## src/rtl/ewma_pkg.sv

```systemverilog
`timescale 1ns / 1ps
package ewma_pkg;

	localparam int SAMPLE_BITS_DEF   = 16;
	localparam int FRACTION_BITS_DEF = 16;
	localparam int AVG_BITS          = 32;
	localparam int UNIT_BITS         = 16;
	localparam int NORM_BITS         = 14;
	localparam int UNIT_OUT_BITS     = 17;
	localparam int CENT_OUT_BITS     = 15;
	localparam int NORM_OUT_BITS     = 16;
	localparam int CFG_INDEX_BITS    = 2;
	localparam int CFG_DATA_BITS     = 32;
	localparam int FROZEN_FS_BITS    = 31;
	localparam int LENGTH_BITS       = 16;

	localparam logic [CFG_INDEX_BITS-1:0] REG_AVG_LENGTH    = 2'd0;
	localparam logic [CFG_INDEX_BITS-1:0] REG_FREEZE_BOUNDS = 2'd1;
	localparam logic [CFG_INDEX_BITS-1:0] REG_FROZEN_BIAS   = 2'd2;
	localparam logic [CFG_INDEX_BITS-1:0] REG_FROZEN_FS     = 2'd3;

	localparam logic [1:0] CHG_NONE = 2'd0;
	localparam logic [1:0] CHG_MAX  = 2'd1;
	localparam logic [1:0] CHG_MIN  = 2'd2;

	typedef enum logic [1:0] {
		OP_AVG,
		OP_NORM,
		OP_UNIT,
		OP_CENT
	} op_t;

	typedef enum logic [2:0] {
		ST_IDLE,
		ST_RANGE,
		ST_START,
		ST_WAIT,
		ST_OUT
	} state_t;

	typedef struct packed {
		logic capture;
		logic range_upd;
		logic div_start;
		logic store;
		logic load_out;
		op_t  op;
	} cmd_t;

	typedef struct packed {
		logic div_busy;
	} status_t;

endpackage

```

## src/rtl/ewma_with_range_tracking.sv

```systemverilog
`timescale 1ns / 1ps
// Running average (Q16.16) with min/max tracking and scaled outputs. One request is
// processed at a time: the sample is captured, the range is updated, then four
// divisions run in turn on one shared restoring divider (average step, normalized average, unit
// position, centred position). A finished result sits in an output register, and the
// next request is taken while it waits. Config writes are always ready and are to be
// issued only while the block is idle.
module ewma_with_range_tracking #(
	parameter int SAMPLE_BITS   = ewma_pkg::SAMPLE_BITS_DEF,
	parameter int FRACTION_BITS = ewma_pkg::FRACTION_BITS_DEF
) (
	input  logic                                       clk,
	input  logic                                       arst_n,
	input  logic                                       cfg_valid,
	output logic                                       cfg_ready,
	input  logic [ewma_pkg::CFG_INDEX_BITS-1:0]        cfg_index,
	input  logic [ewma_pkg::CFG_DATA_BITS-1:0]         cfg_data,
	input  logic                                       in_valid,
	output logic                                       in_ready,
	input  logic signed [SAMPLE_BITS-1:0]              sample,
	output logic                                       out_valid,
	input  logic                                       out_ready,
	output logic signed [ewma_pkg::AVG_BITS-1:0]       average,
	output logic signed [SAMPLE_BITS-1:0]              minimum,
	output logic signed [SAMPLE_BITS-1:0]              maximum,
	output logic        [SAMPLE_BITS-1:0]              span,
	output logic        [1:0]                          change_kind,
	output logic        [ewma_pkg::UNIT_OUT_BITS-1:0]  unit_position,
	output logic signed [ewma_pkg::CENT_OUT_BITS-1:0]  centred_position,
	output logic signed [ewma_pkg::NORM_OUT_BITS-1:0]  normalized_average
);
	import ewma_pkg::*;

	localparam int BASE_BITS = (SAMPLE_BITS + FRACTION_BITS + 1 > AVG_BITS) ?
	                           SAMPLE_BITS + FRACTION_BITS + 1 : AVG_BITS;
	localparam int NUM_BITS  = BASE_BITS + NORM_BITS + 1;
	localparam int DEN_BITS  = (SAMPLE_BITS + FRACTION_BITS - 1 > FROZEN_FS_BITS) ?
	                           SAMPLE_BITS + FRACTION_BITS - 1 : FROZEN_FS_BITS;

	cmd_t    cmd;
	status_t status;
	logic signed [NUM_BITS-1:0] div_num;
	logic        [DEN_BITS-1:0] div_den;
	logic signed [NUM_BITS:0]   div_quo;

	assign cfg_ready = 1'b1;

	ewma_ctrl u_ctrl (
		.clk       (clk),
		.arst_n    (arst_n),
		.in_valid  (in_valid),
		.in_ready  (in_ready),
		.out_valid (out_valid),
		.out_ready (out_ready),
		.status    (status),
		.cmd       (cmd)
	);

	ewma_div #(
		.NUM_BITS (NUM_BITS),
		.DEN_BITS (DEN_BITS)
	) u_div (
		.clk    (clk),
		.arst_n (arst_n),
		.start  (cmd.div_start),
		.num    (div_num),
		.den    (div_den),
		.busy   (status.div_busy),
		.quo    (div_quo)
	);

	ewma_dp #(
		.SAMPLE_BITS   (SAMPLE_BITS),
		.FRACTION_BITS (FRACTION_BITS),
		.NUM_BITS      (NUM_BITS),
		.DEN_BITS      (DEN_BITS)
	) u_dp (
		.clk                (clk),
		.arst_n             (arst_n),
		.cmd                (cmd),
		.cfg_valid          (cfg_valid),
		.cfg_index          (cfg_index),
		.cfg_data           (cfg_data),
		.sample             (sample),
		.div_quo            (div_quo),
		.div_num            (div_num),
		.div_den            (div_den),
		.average            (average),
		.minimum            (minimum),
		.maximum            (maximum),
		.span               (span),
		.change_kind        (change_kind),
		.unit_position      (unit_position),
		.centred_position   (centred_position),
		.normalized_average (normalized_average)
	);

endmodule

```

## src/rtl/ewma_div.sv

```systemverilog
`timescale 1ns / 1ps
module ewma_div #(
	parameter int NUM_BITS = 48,
	parameter int DEN_BITS = 31
) (
	input  logic                       clk,
	input  logic                       arst_n,
	input  logic                       start,
	input  logic signed [NUM_BITS-1:0] num,
	input  logic        [DEN_BITS-1:0] den,
	output logic                       busy,
	output logic signed [NUM_BITS:0]   quo
);
	localparam int CNT_BITS = $clog2(NUM_BITS + 1);

	logic [DEN_BITS:0]   rem_q;
	logic [NUM_BITS-1:0] quo_q;
	logic [DEN_BITS-1:0] den_q;
	logic [CNT_BITS-1:0] cnt_q;
	logic                neg_q;
	logic                busy_q;
	logic [DEN_BITS:0]   sh;
	logic [DEN_BITS+1:0] trial;

	assign sh    = {rem_q[DEN_BITS-1:0], quo_q[NUM_BITS-1]};
	assign trial = {1'b0, sh} - {2'b00, den_q};

	always_ff @(posedge clk or negedge arst_n) begin
		if (!arst_n) begin
			busy_q <= 1'b0;
			cnt_q  <= '0;
		end else if (start) begin
			busy_q <= 1'b1;
			cnt_q  <= CNT_BITS'(NUM_BITS);
		end else if (busy_q) begin
			cnt_q <= cnt_q - 1'b1;
			if (cnt_q == CNT_BITS'(1)) begin
				busy_q <= 1'b0;
			end
		end
	end

	// restoring divide, one quotient bit per cycle
	always_ff @(posedge clk) begin
		if (start) begin
			rem_q <= '0;
			quo_q <= num[NUM_BITS-1] ? (~num + 1'b1) : num;
			den_q <= den;
			neg_q <= num[NUM_BITS-1];
		end else if (busy_q) begin
			if (!trial[DEN_BITS+1]) begin
				rem_q <= trial[DEN_BITS:0];
				quo_q <= {quo_q[NUM_BITS-2:0], 1'b1};
			end else begin
				rem_q <= sh;
				quo_q <= {quo_q[NUM_BITS-2:0], 1'b0};
			end
		end
	end

	assign busy = busy_q;
	assign quo  = neg_q ? -$signed({1'b0, quo_q}) : $signed({1'b0, quo_q});

endmodule

```

## src/rtl/ewma_dp.sv

```systemverilog
`timescale 1ns / 1ps
module ewma_dp #(
	parameter int SAMPLE_BITS   = 16,
	parameter int FRACTION_BITS = 16,
	parameter int NUM_BITS      = 48,
	parameter int DEN_BITS      = 31
) (
	input  logic                                       clk,
	input  logic                                       arst_n,
	input  ewma_pkg::cmd_t                             cmd,
	input  logic                                       cfg_valid,
	input  logic [ewma_pkg::CFG_INDEX_BITS-1:0]        cfg_index,
	input  logic [ewma_pkg::CFG_DATA_BITS-1:0]         cfg_data,
	input  logic signed [SAMPLE_BITS-1:0]              sample,
	input  logic signed [NUM_BITS:0]                   div_quo,
	output logic signed [NUM_BITS-1:0]                 div_num,
	output logic        [DEN_BITS-1:0]                 div_den,
	output logic signed [ewma_pkg::AVG_BITS-1:0]       average,
	output logic signed [SAMPLE_BITS-1:0]              minimum,
	output logic signed [SAMPLE_BITS-1:0]              maximum,
	output logic        [SAMPLE_BITS-1:0]              span,
	output logic        [1:0]                          change_kind,
	output logic        [ewma_pkg::UNIT_OUT_BITS-1:0]  unit_position,
	output logic signed [ewma_pkg::CENT_OUT_BITS-1:0]  centred_position,
	output logic signed [ewma_pkg::NORM_OUT_BITS-1:0]  normalized_average
);
	import ewma_pkg::*;

	localparam int SB = SAMPLE_BITS;
	localparam int FB = FRACTION_BITS;

	logic [LENGTH_BITS-1:0]    len_q;
	logic                      freeze_q;
	logic signed [AVG_BITS-1:0] fbias_q;
	logic [FROZEN_FS_BITS-1:0] ffs_q;

	logic signed [SB-1:0]       sample_q;
	logic signed [SB-1:0]       hi_q, lo_q;
	logic                       any_q;
	logic [1:0]                 chg_q;
	logic signed [SB+1:0]       dbias_q;
	logic [SB:0]                dfs_q;
	logic signed [AVG_BITS-1:0] avg_q;
	logic signed [CENT_OUT_BITS-1:0] cent_q;
	logic [UNIT_OUT_BITS-1:0]   unit_q;
	logic signed [NORM_OUT_BITS-1:0] norm_q;

	logic signed [AVG_BITS-1:0] out_avg_q;
	logic signed [SB-1:0]       out_lo_q, out_hi_q;
	logic [SB-1:0]              out_span_q;
	logic [1:0]                 out_chg_q;
	logic [UNIT_OUT_BITS-1:0]   out_unit_q;
	logic signed [CENT_OUT_BITS-1:0] out_cent_q;
	logic signed [NORM_OUT_BITS-1:0] out_norm_q;

	logic signed [SB-1:0]   hi_n, lo_n;
	logic [1:0]             chg_n;
	logic signed [SB:0]     span_raw_n, span_raw;
	logic [SB-1:0]          span_n, span_c;
	logic signed [NUM_BITS-1:0] d_ext, x_ext, bias_ext;
	logic signed [NUM_BITS+1:0] avg_sum;
	logic [NUM_BITS+2-AVG_BITS:0] avg_top;
	logic [NUM_BITS+1-NORM_OUT_BITS:0] norm_top;

	// range update from the captured sample
	always_comb begin
		hi_n  = hi_q;
		lo_n  = lo_q;
		chg_n = CHG_NONE;
		if (!any_q || sample_q > hi_q) begin
			hi_n  = sample_q;
			chg_n = CHG_MAX;
		end
		if (!any_q || sample_q < lo_q) begin
			lo_n  = sample_q;
			chg_n = CHG_MIN;
		end
		span_raw_n = (SB+1)'(hi_n) - (SB+1)'(lo_n);
		span_n     = (span_raw_n == '0) ? SB'(1) : span_raw_n[SB-1:0];
		span_raw   = (SB+1)'(hi_q) - (SB+1)'(lo_q);
		span_c     = (span_raw == '0) ? SB'(1) : span_raw[SB-1:0];
	end

	always_comb begin
		d_ext    = NUM_BITS'(sample_q) - NUM_BITS'(lo_q);
		x_ext    = (d_ext <<< 1) - $signed(NUM_BITS'({1'b0, span_c}));
		bias_ext = freeze_q ? NUM_BITS'(fbias_q) : (NUM_BITS'(dbias_q) <<< (FB - 1));
		div_num  = '0;
		div_den  = DEN_BITS'(1);
		case (cmd.op)
			OP_AVG: begin
				div_num = (NUM_BITS'(sample_q) <<< FB) - NUM_BITS'(avg_q);
				div_den = (len_q == '0) ? DEN_BITS'(1) : DEN_BITS'(len_q);
			end
			OP_NORM: begin
				div_num = (NUM_BITS'(avg_q) + bias_ext) <<< NORM_BITS;
				if (freeze_q) begin
					div_den = (ffs_q == '0) ? DEN_BITS'(1) : DEN_BITS'(ffs_q);
				end else begin
					div_den = DEN_BITS'(dfs_q) << (FB - 1);
				end
			end
			OP_UNIT: begin
				div_num = d_ext <<< UNIT_BITS;
				div_den = DEN_BITS'(span_c);
			end
			OP_CENT: begin
				// times 32767 as a shift and subtract
				div_num = (x_ext <<< 15) - x_ext;
				div_den = DEN_BITS'(span_c) << 1;
			end
			default: begin
				div_num = '0;
				div_den = DEN_BITS'(1);
			end
		endcase
		avg_sum  = (NUM_BITS+2)'(avg_q) + (NUM_BITS+2)'(div_quo);
		avg_top  = avg_sum[NUM_BITS+1:AVG_BITS-1];
		norm_top = (NUM_BITS+2-NORM_OUT_BITS)'(div_quo[NUM_BITS:NORM_OUT_BITS-1]);
	end

	always_ff @(posedge clk or negedge arst_n) begin
		if (!arst_n) begin
			len_q    <= LENGTH_BITS'(16);
			freeze_q <= 1'b0;
			fbias_q  <= '0;
			ffs_q    <= FROZEN_FS_BITS'(65536);
			any_q    <= 1'b0;
			hi_q     <= '0;
			lo_q     <= '0;
			dbias_q  <= '0;
			dfs_q    <= (SB+1)'(1);
			avg_q    <= '0;
		end else begin
			if (cfg_valid) begin
				case (cfg_index)
					REG_AVG_LENGTH:    len_q    <= cfg_data[LENGTH_BITS-1:0];
					REG_FREEZE_BOUNDS: freeze_q <= cfg_data[0];
					REG_FROZEN_BIAS:   fbias_q  <= $signed(cfg_data);
					REG_FROZEN_FS:     ffs_q    <= cfg_data[FROZEN_FS_BITS-1:0];
					default:           len_q    <= len_q;
				endcase
			end
			if (cmd.range_upd) begin
				any_q <= 1'b1;
				hi_q  <= hi_n;
				lo_q  <= lo_n;
				if (chg_n != CHG_NONE && !freeze_q) begin
					dbias_q <= -((SB+2)'(hi_n) + (SB+2)'(lo_n));
					dfs_q   <= (SB+1)'(span_n);
				end
			end
			if (cmd.store && cmd.op == OP_AVG) begin
				if (&avg_top || ~|avg_top) begin
					avg_q <= avg_sum[AVG_BITS-1:0];
				end else begin
					avg_q <= avg_sum[NUM_BITS+1] ? {1'b1, {(AVG_BITS-1){1'b0}}}
					                             : {1'b0, {(AVG_BITS-1){1'b1}}};
				end
			end
		end
	end

	always_ff @(posedge clk) begin
		if (cmd.capture) begin
			sample_q <= sample;
		end
		if (cmd.range_upd) begin
			chg_q <= chg_n;
		end
		if (cmd.store) begin
			case (cmd.op)
				OP_NORM: begin
					if (&norm_top || ~|norm_top) begin
						norm_q <= div_quo[NORM_OUT_BITS-1:0];
					end else begin
						norm_q <= div_quo[NUM_BITS] ? {1'b1, {(NORM_OUT_BITS-1){1'b0}}}
						                            : {1'b0, {(NORM_OUT_BITS-1){1'b1}}};
					end
				end
				OP_UNIT: unit_q <= div_quo[UNIT_OUT_BITS-1:0];
				OP_CENT: cent_q <= div_quo[CENT_OUT_BITS-1:0];
				default: unit_q <= unit_q;
			endcase
		end
		if (cmd.load_out) begin
			out_avg_q  <= avg_q;
			out_lo_q   <= lo_q;
			out_hi_q   <= hi_q;
			out_span_q <= span_c;
			out_chg_q  <= chg_q;
			out_unit_q <= unit_q;
			out_cent_q <= cent_q;
			out_norm_q <= norm_q;
		end
	end

	assign average            = out_avg_q;
	assign minimum            = out_lo_q;
	assign maximum            = out_hi_q;
	assign span               = out_span_q;
	assign change_kind        = out_chg_q;
	assign unit_position      = out_unit_q;
	assign centred_position   = out_cent_q;
	assign normalized_average = out_norm_q;

endmodule

```

## src/rtl/ewma_ctrl.sv

```systemverilog
`timescale 1ns / 1ps
module ewma_ctrl (
	input  logic              clk,
	input  logic              arst_n,
	input  logic              in_valid,
	output logic              in_ready,
	output logic              out_valid,
	input  logic              out_ready,
	input  ewma_pkg::status_t status,
	output ewma_pkg::cmd_t    cmd
);
	import ewma_pkg::*;

	state_t state_q, state_d;
	op_t    op_q, op_d;
	logic   out_valid_q;

	always_comb begin
		state_d = state_q;
		op_d    = op_q;
		case (state_q)
			ST_IDLE: begin
				if (in_valid) begin
					state_d = ST_RANGE;
				end
			end
			ST_RANGE: begin
				state_d = ST_START;
				op_d    = OP_AVG;
			end
			ST_START: state_d = ST_WAIT;
			ST_WAIT: begin
				if (!status.div_busy) begin
					case (op_q)
						OP_AVG:  begin op_d = OP_NORM; state_d = ST_START; end
						OP_NORM: begin op_d = OP_UNIT; state_d = ST_START; end
						OP_UNIT: begin op_d = OP_CENT; state_d = ST_START; end
						default: state_d = ST_OUT;
					endcase
				end
			end
			ST_OUT: begin
				if (!out_valid_q || out_ready) begin
					state_d = ST_IDLE;
				end
			end
			default: state_d = ST_IDLE;
		endcase
	end

	always_comb begin
		cmd           = '0;
		cmd.op        = op_q;
		cmd.capture   = (state_q == ST_IDLE) && in_valid;
		cmd.range_upd = (state_q == ST_RANGE);
		cmd.div_start = (state_q == ST_START);
		cmd.store     = (state_q == ST_WAIT) && !status.div_busy;
		cmd.load_out  = (state_q == ST_OUT) && (!out_valid_q || out_ready);
	end

	always_ff @(posedge clk or negedge arst_n) begin
		if (!arst_n) begin
			state_q     <= ST_IDLE;
			op_q        <= OP_AVG;
			out_valid_q <= 1'b0;
		end else begin
			state_q <= state_d;
			op_q    <= op_d;
			if (cmd.load_out) begin
				out_valid_q <= 1'b1;
			end else if (out_ready) begin
				out_valid_q <= 1'b0;
			end
		end
	end

	assign in_ready  = (state_q == ST_IDLE);
	assign out_valid = out_valid_q;

`ifndef SYNTHESIS
	a_no_overwrite: assert property (@(posedge clk) disable iff (!arst_n)
		cmd.load_out |-> (!out_valid_q || out_ready))
		else $error("result overwritten before taken");
	a_accept_to_range: assert property (@(posedge clk) disable iff (!arst_n)
		(in_valid && in_ready) |=> (state_q == ST_RANGE))
		else $error("accepted request not processed");
	a_start_busy: assert property (@(posedge clk) disable iff (!arst_n)
		(state_q == ST_START) |=> status.div_busy)
		else $error("divider did not start");
`endif

endmodule

```

## config.mk

```make
export PLATFORM = sky130hd
export DESIGN_NAME = ewma_with_range_tracking
export DESIGN_NICKNAME = d
export VERILOG_FILES = /design/src/rtl/ewma_pkg.sv /design/src/rtl/ewma_with_range_tracking.sv /design/src/rtl/ewma_div.sv /design/src/rtl/ewma_dp.sv /design/src/rtl/ewma_ctrl.sv
export SDC_FILE = /design/constraint.sdc
export NUM_CORES = 1
export LEC_CHECK = 0
export BUFFER_PORTS_ARGS = -buffer_cell sky130_fd_sc_hd__buf_4
export CAP_MARGIN = 10
export CORE_MARGIN = 1
export CORE_UTILIZATION = 25
export DETAILED_ROUTE_END_ITERATION = 7
export PLACE_DENSITY = 0.35
export RECOVER_POWER = 50
export SYNTH_ARGS = -nofsm -noshare
export SYNTH_HDL_FRONTEND = slang
export SYNTH_SLANG_ARGS = --single-unit
```

## constraint.sdc

```tcl
create_clock -name clk -period 15.8 [get_ports clk]
set_input_delay 2.37 -clock clk [delete_from_list [all_inputs] [get_ports clk]]
set_output_delay 2.37 -clock clk [all_outputs]
set_load 0.005 [all_outputs]
```

==> impl_metrics.env, run 1 <==
export IMPL_status="complete, but fails checks"
export IMPL_violations="capacitance limit, slew limit"
export IMPL_cts_buffers=67
export IMPL_fp_dieW_um=385
export IMPL_antenna_found_initial=3
export IMPL_period_needed_ns=10.97
export IMPL_end_kind="register"
export IMPL_tightest_slew_ns=3.59
export IMPL_gp_congestion=0.893
export IMPL_cts_tree="built"
export IMPL_skew_ns=0.0387
export IMPL_setup_violations=0
export IMPL_r2r_start="u_dp.hi_q[0]"
export IMPL_hp_start="u_dp.norm_q[6]"
export IMPL_maxSlewHeadroom_pct=-139
export IMPL_cts_repair_resized=0
export IMPL_synthesis_area_um2=36600
export IMPL_reg2reg_depth=37
export IMPL_reg2reg_slack_ns=4.83
export IMPL_holdPathStages=0
export IMPL_grt_pass1_vias=30637
export IMPL_yosysSeqAreaShare_pct=37.5
export IMPL_startpoint_type="register"
export IMPL_whs_endpoint="u_dp.normalized_average[6]"
export IMPL_clk_pin_slew_worst_paths_ns=0.05
export IMPL_max_stage_delay_ns=0.68
export IMPL_synth_top_area_share_pct=22.6
export IMPL_ys_async_sr_fraction_pct=38.5
export IMPL_clk_latency_ns=0.68
export IMPL_ctsHtreeMaxLevel=3
export IMPL_synth_edf_count=276
export IMPL_synthCells=4048
export IMPL_synth_avg_cell_area_um2=9.04
export IMPL_firstDrtPassIters=5
export IMPL_clock_sinks=499
export IMPL_ys_ff_latch=499
export IMPL_cts_hold_fix_buffers=0
export IMPL_drv_slew=673
export IMPL_drt_total_wl_um=150000
export IMPL_min_path_type="reg2reg"
export IMPL_ant_nets=0
export IMPL_max_cap_violations=15
export IMPL_timing_critical_path_mode_cell="inv_1"
export IMPL_pin_count=188
export IMPL_rsz0062_at_grt="false"
export IMPL_synth_most_common_cell="a21oi_1"
export IMPL_syn2layout_area_growth_pct=15.8
export IMPL_initial_core_util_pct=25.2
export IMPL_drcViolationCount=0
export IMPL_synth_ff_type="edfxtp_1"
export IMPL_synth_common_cells="a21oi_1 (354), nand2_1 (347), o21ai_0 (311)"
export IMPL_wl_per_cell_um=24.3
export IMPL_synth_largest_area_cell="edfxtp_1"
export IMPL_max_freq_mhz=91.2
export IMPL_clk_path_buf_depth=3
export IMPL_grt_pass1_wl_um=217000
export IMPL_synth_nets=4375
export IMPL_port_buffers=186
export IMPL_synthTopCellsByArea="edfxtp_1 (23%), dfrtp_1 (13%), ha_1 (9.0%)"
export IMPL_clock_root_buffer="clkbuf_16"
export IMPL_nNetsFinal=4534
export IMPL_regToRegEndpoint="u_div.quo_q[44]"
export IMPL_critPathRequiredTime_ns=16.21
export IMPL_grt_max_degree=91
export IMPL_fill_cells=15585
export IMPL_setup_tns_ns=0
export IMPL_dp_hpwl_um=118000
export IMPL_die_area_um2=148000
export IMPL_worst_path_max_delay_cell="o21ai_1"
export IMPL_path_class="reg2reg"
export IMPL_coreArea_um2=145000
export IMPL_num_vias=31252
export IMPL_drt_initial_drc_count=2088
export IMPL_post_cts_setup_buffers=0
export IMPL_synth_cell_types=120
export IMPL_die_h_um=385
export IMPL_viasPerCell=5.06
export IMPL_num_rows=140
export IMPL_ys_warn_count=0
export IMPL_critical_path_max_fanout=23
export IMPL_overflow=0
export IMPL_hold_viol_final=0
export IMPL_arrival_ns=11.38
export IMPL_drive_gt1_share_pct=11.9
export IMPL_grtUsageTotal_pct=20.0
export IMPL_finalCritPeriodShare_pct=69.4
[layout make-up]
cell class	count	area (µm²)	area share, %
Multi-Input combinational cell	3117	21200	50.1
Sequential cell	499	13700	32.4
Tap cell	1917	2400	5.66
Clock buffer	92	1830	4.32
Timing Repair Buffer	242	1730	4.08
Inverter	280	1050	2.49
Clock inverter	31	399	0.942
Antenna cell	3	7.51	0.0177
[cells in the final DEF (no fill, tap or decap), types with 43 or more instances in the layout]
| master | instances |
|---|---|
| a21o_1 | 82 |
| a21oi_1 | 354 |
| a31oi_1 | 44 |
| and3_1 | 47 |
| buf_4 | 200 |
| clkbuf_1 | 44 |
| clkbuf_16 | 68 |
| dfrtp_1 | 187 |
| edfxtp_1 | 276 |
| ha_1 | 263 |
| inv_1 | 273 |
| mux2_2 | 105 |
| nand2_1 | 347 |
| nand3_1 | 99 |
| nor2_1 | 290 |
| nor3_1 | 92 |
| nor4_1 | 43 |
| o21a_1 | 53 |
| o21ai_0 | 312 |
| xnor2_1 | 172 |
| xor2_1 | 121 |
[metal layers]
metal  global-route usage, %  vias to the layer above  part of all wire (%)
met5                       0                        -                     0
met4                    5.28                        0                   2.5
met3                    2.17                      137                   3.7
met2                    33.3                      636                    47
met1                    27.3                    15317                    47
li1                        -                    15162                     -
[worst max-delay path, delay by kind of cell, from the launching register on]
family / cells / cell delay (ns)
compound gates: 14 / 4.79
xor+xnor: 1 / 0.24
fa+ha+maj: 4 / 1.42
buf+inv: 5 / 0.73
flops: 1 / 0.41
simple gates: 13 / 3.07
[state kept, by name (all words and copies together) (netlist names), 17 cells and up]
register            cells
u_dp.average           32
u_dp.ffs_q             31
u_dp.fbias_q           32
u_dp.avg_q             32
u_dp.unit_position     17
u_dp.unit_q            17
u_dp.dbias_q           18
u_div.den_q            31
u_div.quo_q            48
u_div.rem_q            31
[per-stage QoR]
stage | hold slack [ns] | std cells | setup slack [ns] | area (µm²) | util, %
3_3_place_gp | 0.401 | 6055 | 5.67 | 40300 | 27.7
2_1_floorplan | 0.400 | 4048 | 6.81 | 36600 | -
4_1_cts | 0.417 | 6178 | 5.20 | 42500 | 29.2
6_report | 0.417 | 6181 | 4.83 | 42400 | 29.1
5_1_grt | 0.419 | 6178 | 3.95 | 42400 | 29.1
3_5_place_dp | 0.405 | 6055 | 5.25 | 40300 | 27.7
[worst max path at each step]
stage	start	to	depth (start not counted)
2_1_floorplan	u_dp.hi_q[0]	u_div.quo_q[44]	39
4_1_cts	u_dp.hi_q[0]	u_div.quo_q[44]	37
5_1_grt	u_dp.hi_q[0]	u_div.quo_q[44]	37
6_report	u_dp.hi_q[0]	u_div.quo_q[44]	37
3_3_place_gp	u_dp.hi_q[0]	u_div.quo_q[44]	36
3_5_place_dp	u_dp.hi_q[0]	u_div.quo_q[44]	37
[kinds of logic (layout without fill, tap and decap cells)]
family	count (synthesis)	after routing	share of synthesized area [%]
other cells	1	4	0.0102
mux	130	130	3.91
compound gates	1201	1201	20.8
fa+ha+maj	272	272	9.46
xor+xnor	295	295	7.13
flops	499	499	37.5
buf+inv	432	645	4.52
simple gates	1218	1218	16.6
Power of run 1 is left out: the tool's default activity adds up to more than one toggle a clock period on the data nets, which glitch-free logic cannot reach.
==> run 2, diff against run 1 <==
ABC_AREA = 1   (was not set)
PLACE_DENSITY = 0.37   (was 0.35)
clock period = 9 ns   (was 15.8 ns; I/O delays follow)
==> impl_metrics.env, run 2 <==
export IMPL_synth_top_area_share_pct=22.4
export IMPL_max_cap_violations=10
export IMPL_overflow=0
export IMPL_cts_buffers=68
export IMPL_synth_top_family_by_area="simple AND/OR/NAND/NOR gates"
export IMPL_synth_largest_area_cell="edfxtp_1"
export IMPL_synth_cell_types=77
export IMPL_largest_reg_flops=48
export IMPL_clock_root_buffer="clkbuf_16"
export IMPL_cts_repair_resized=0
export IMPL_fill_cells=15929
export IMPL_synth_avg_cell_area_um2=7.51
export IMPL_yosys_mux_area_fraction_pct=0.0305
export IMPL_timing_critical_path_mode_cell="nand2_1"
export IMPL_coreArea_um2=146000
export IMPL_multiInputGateArea_um2=20400
export IMPL_cts_tree="built"
export IMPL_drt_initial_drc_count=2348
export IMPL_seq_area_um2=13700
export IMPL_max_freq_mhz=121
export IMPL_maxSlewHeadroom_pct=-289
export IMPL_grt_max_degree=100
export IMPL_final_cell_mix="nand2_1 (1315), inv_1 (606), o21ai_0 (388), a21oi_1 (342), nor2_1 (337)"
export IMPL_status="complete, but fails checks"
export IMPL_reg2reg_slack_ns=0.74
export IMPL_syn2layout_area_growth_pct=16.0
export IMPL_critical_path_max_fanout=33
export IMPL_synth_most_common_cell="nand2_1"
export IMPL_fp_dieW_um=387
export IMPL_firstDrtPassIters=7
export IMPL_num_rows=140
export IMPL_antenna_found_initial=6
export IMPL_max_stage_delay_ns=0.56
export IMPL_initial_core_util_pct=25.3
export IMPL_ys_ff_latch=499
export IMPL_drive_gt1_share_pct=9.27
export IMPL_grt_pass1_wl_um=223000
export IMPL_die_h_um=387
export IMPL_post_cts_setup_buffers=0
export IMPL_finalCritPeriodShare_pct=91.7
export IMPL_setup_tns_ns=0
export IMPL_wl_per_cell_um=21.3
export IMPL_grt_pass1_vias=33344
export IMPL_tightest_slew_ns=5.84
export IMPL_synth_compound_area_share_pct=14.5
export IMPL_ant_nets=0
export IMPL_clk_pin_slew_worst_paths_ns=0.06
export IMPL_synthCells=4922
export IMPL_yosys_area_share_xor_xnor_pct=5.39
export IMPL_gp_congestion=0.919
export IMPL_violations="capacitance limit, slew limit"
export IMPL_synth_common_cells="nand2_1 (1311), inv_1 (607), o21ai_0 (388)"
export IMPL_path_class="reg2reg"
export IMPL_die_area_um2=149000
export IMPL_worst_path_max_delay_cell="fa_1"
export IMPL_hold_viol_final=0
export IMPL_min_path_type="reg2reg"
export IMPL_drcViolationCount=0
export IMPL_period_needed_ns=8.26
export IMPL_final_common_cell="nand2_1"
export IMPL_synthesis_area_um2=37000
export IMPL_clock_sinks=499
export IMPL_synthTopCellsByArea="edfxtp_1 (22%), nand2_1 (13%), dfrtp_1 (13%)"
export IMPL_skew_ns=0.0911
export IMPL_synthSimpleGateAreaFrac_pct=25.9
export IMPL_arrival_ns=8.53
export IMPL_nNetsFinal=5438
export IMPL_synth_ff_type="edfxtp_1"
export IMPL_largest_register="u_div.quo_q"
export IMPL_ys_async_sr_fraction_pct=38.5
export IMPL_drv_slew=434
export IMPL_num_vias=33811
export IMPL_ctsHtreeMaxLevel=3
export IMPL_synth_adder_area_share_pct=9.37
export IMPL_ys_warn_count=0
export IMPL_dp_hpwl_um=120000
export IMPL_pin_count=188
export IMPL_synth_nets=5249
export IMPL_setup_violations=0
export IMPL_synth_edf_count=276
export IMPL_cts_hold_fix_buffers=0
export IMPL_drt_total_wl_um=151000
export IMPL_port_buffers=186
export IMPL_rsz0062_at_grt="false"
export IMPL_viasPerCell=4.77
export IMPL_startpoint_type="register"
export IMPL_critPathRequiredTime_ns=9.28
export IMPL_clk_latency_ns=0.70
export IMPL_end_kind="register"
export IMPL_yosysSeqAreaShare_pct=37.1
export IMPL_grtUsageTotal_pct=19.9
export IMPL_clk_path_buf_depth=3
run 2: cell types whose count changed after synthesis, moves of 43 or more:
cell,previous run,this run
inv_1,272,607
nand3_1,99,232
nor2_1,291,343
and3_1,48,2
nand2_1,347,1311
nor3_1,93,50
mux2_2,105,1
xnor2_1,172,69
a21o_1,82,8
o21ai_0,311,388
run 2: final timing paths:
kind | from | endpoint | depth (start not counted)
max reg2reg | u_dp.hi_q[0] | u_div.quo_q[34] | 43
min | u_dp.norm_q[9] | u_dp.normalized_average[9] | 0
min in group asynchronous | arst_n | u_dp.ffs_q[25] | 1
max in group asynchronous | arst_n | u_dp.avg_q[19] | 2
min reg2reg | u_dp.norm_q[9] | u_dp.normalized_average[9] | 0
max | u_dp.hi_q[0] | u_div.quo_q[34] | 43
run 2: per-stage QoR:
stage	setup WS, ns	area (µm²)	std cells	util, %	hold WS, ns
floorplan	1.61	37000	4922	-	0.400
global placement	0.375	40800	6958	27.9	0.402
detailed placement	0.295	40800	6958	27.9	0.405
CTS	0.155	43000	7084	29.4	0.408
global route	0.0366	42900	7084	29.3	0.422
finish	0.745	42900	7085	29.3	0.410
run 2: critical path: cells and delay by family (launching register included):
family | cells | cell delay, ns
flip-flops | 1 | 0.45
buffers and inverters | 7 | 1.24
XOR/XNOR | 1 | 0.20
AND/OR/NAND/NOR | 26 | 3.64
AO/OA/AOI/OAI | 6 | 1.11
adder cells (fa/ha/maj) | 3 | 1.18
run 2: cell families (layout without fill, tap and decap cells):
family                     after synthesis  in the layout
other                                    1              2
xor gates and xnor gates               224            224
AOI/OAI and AO/OA                      968            968
buffers and inverters                  749            994
and+or+nand+nor                       2208           2208
DFF                                    499            499
adders and majority gates              272            272
muxes                                    1              1
run 2: cell type report:
| type | count | share of cell area [%] |
|---|---|---|
| Multi-Input combinational cell | 3674 | 47.6 |
| Sequential cell | 499 | 32.0 |
| Tap cell | 1917 | 5.59 |
| Inverter | 623 | 5.47 |
| Clock buffer | 96 | 4.38 |
| Timing Repair Buffer | 245 | 4.06 |
| Clock inverter | 30 | 0.870 |
| Antenna cell | 1 | 0.00584 |
run 2: routing by layer:
layer | global-route usage [%] | up-vias | part of all wire (%)
li1 | - | 16863 | -
met1 | 26.2 | 16083 | 46
met2 | 34.3 | 702 | 48
met3 | 2.16 | 159 | 3.3
met4 | 5.39 | 4 | 2.6
met5 | 0 | - | 0.015
Power of run 2 is left out for the same reason.
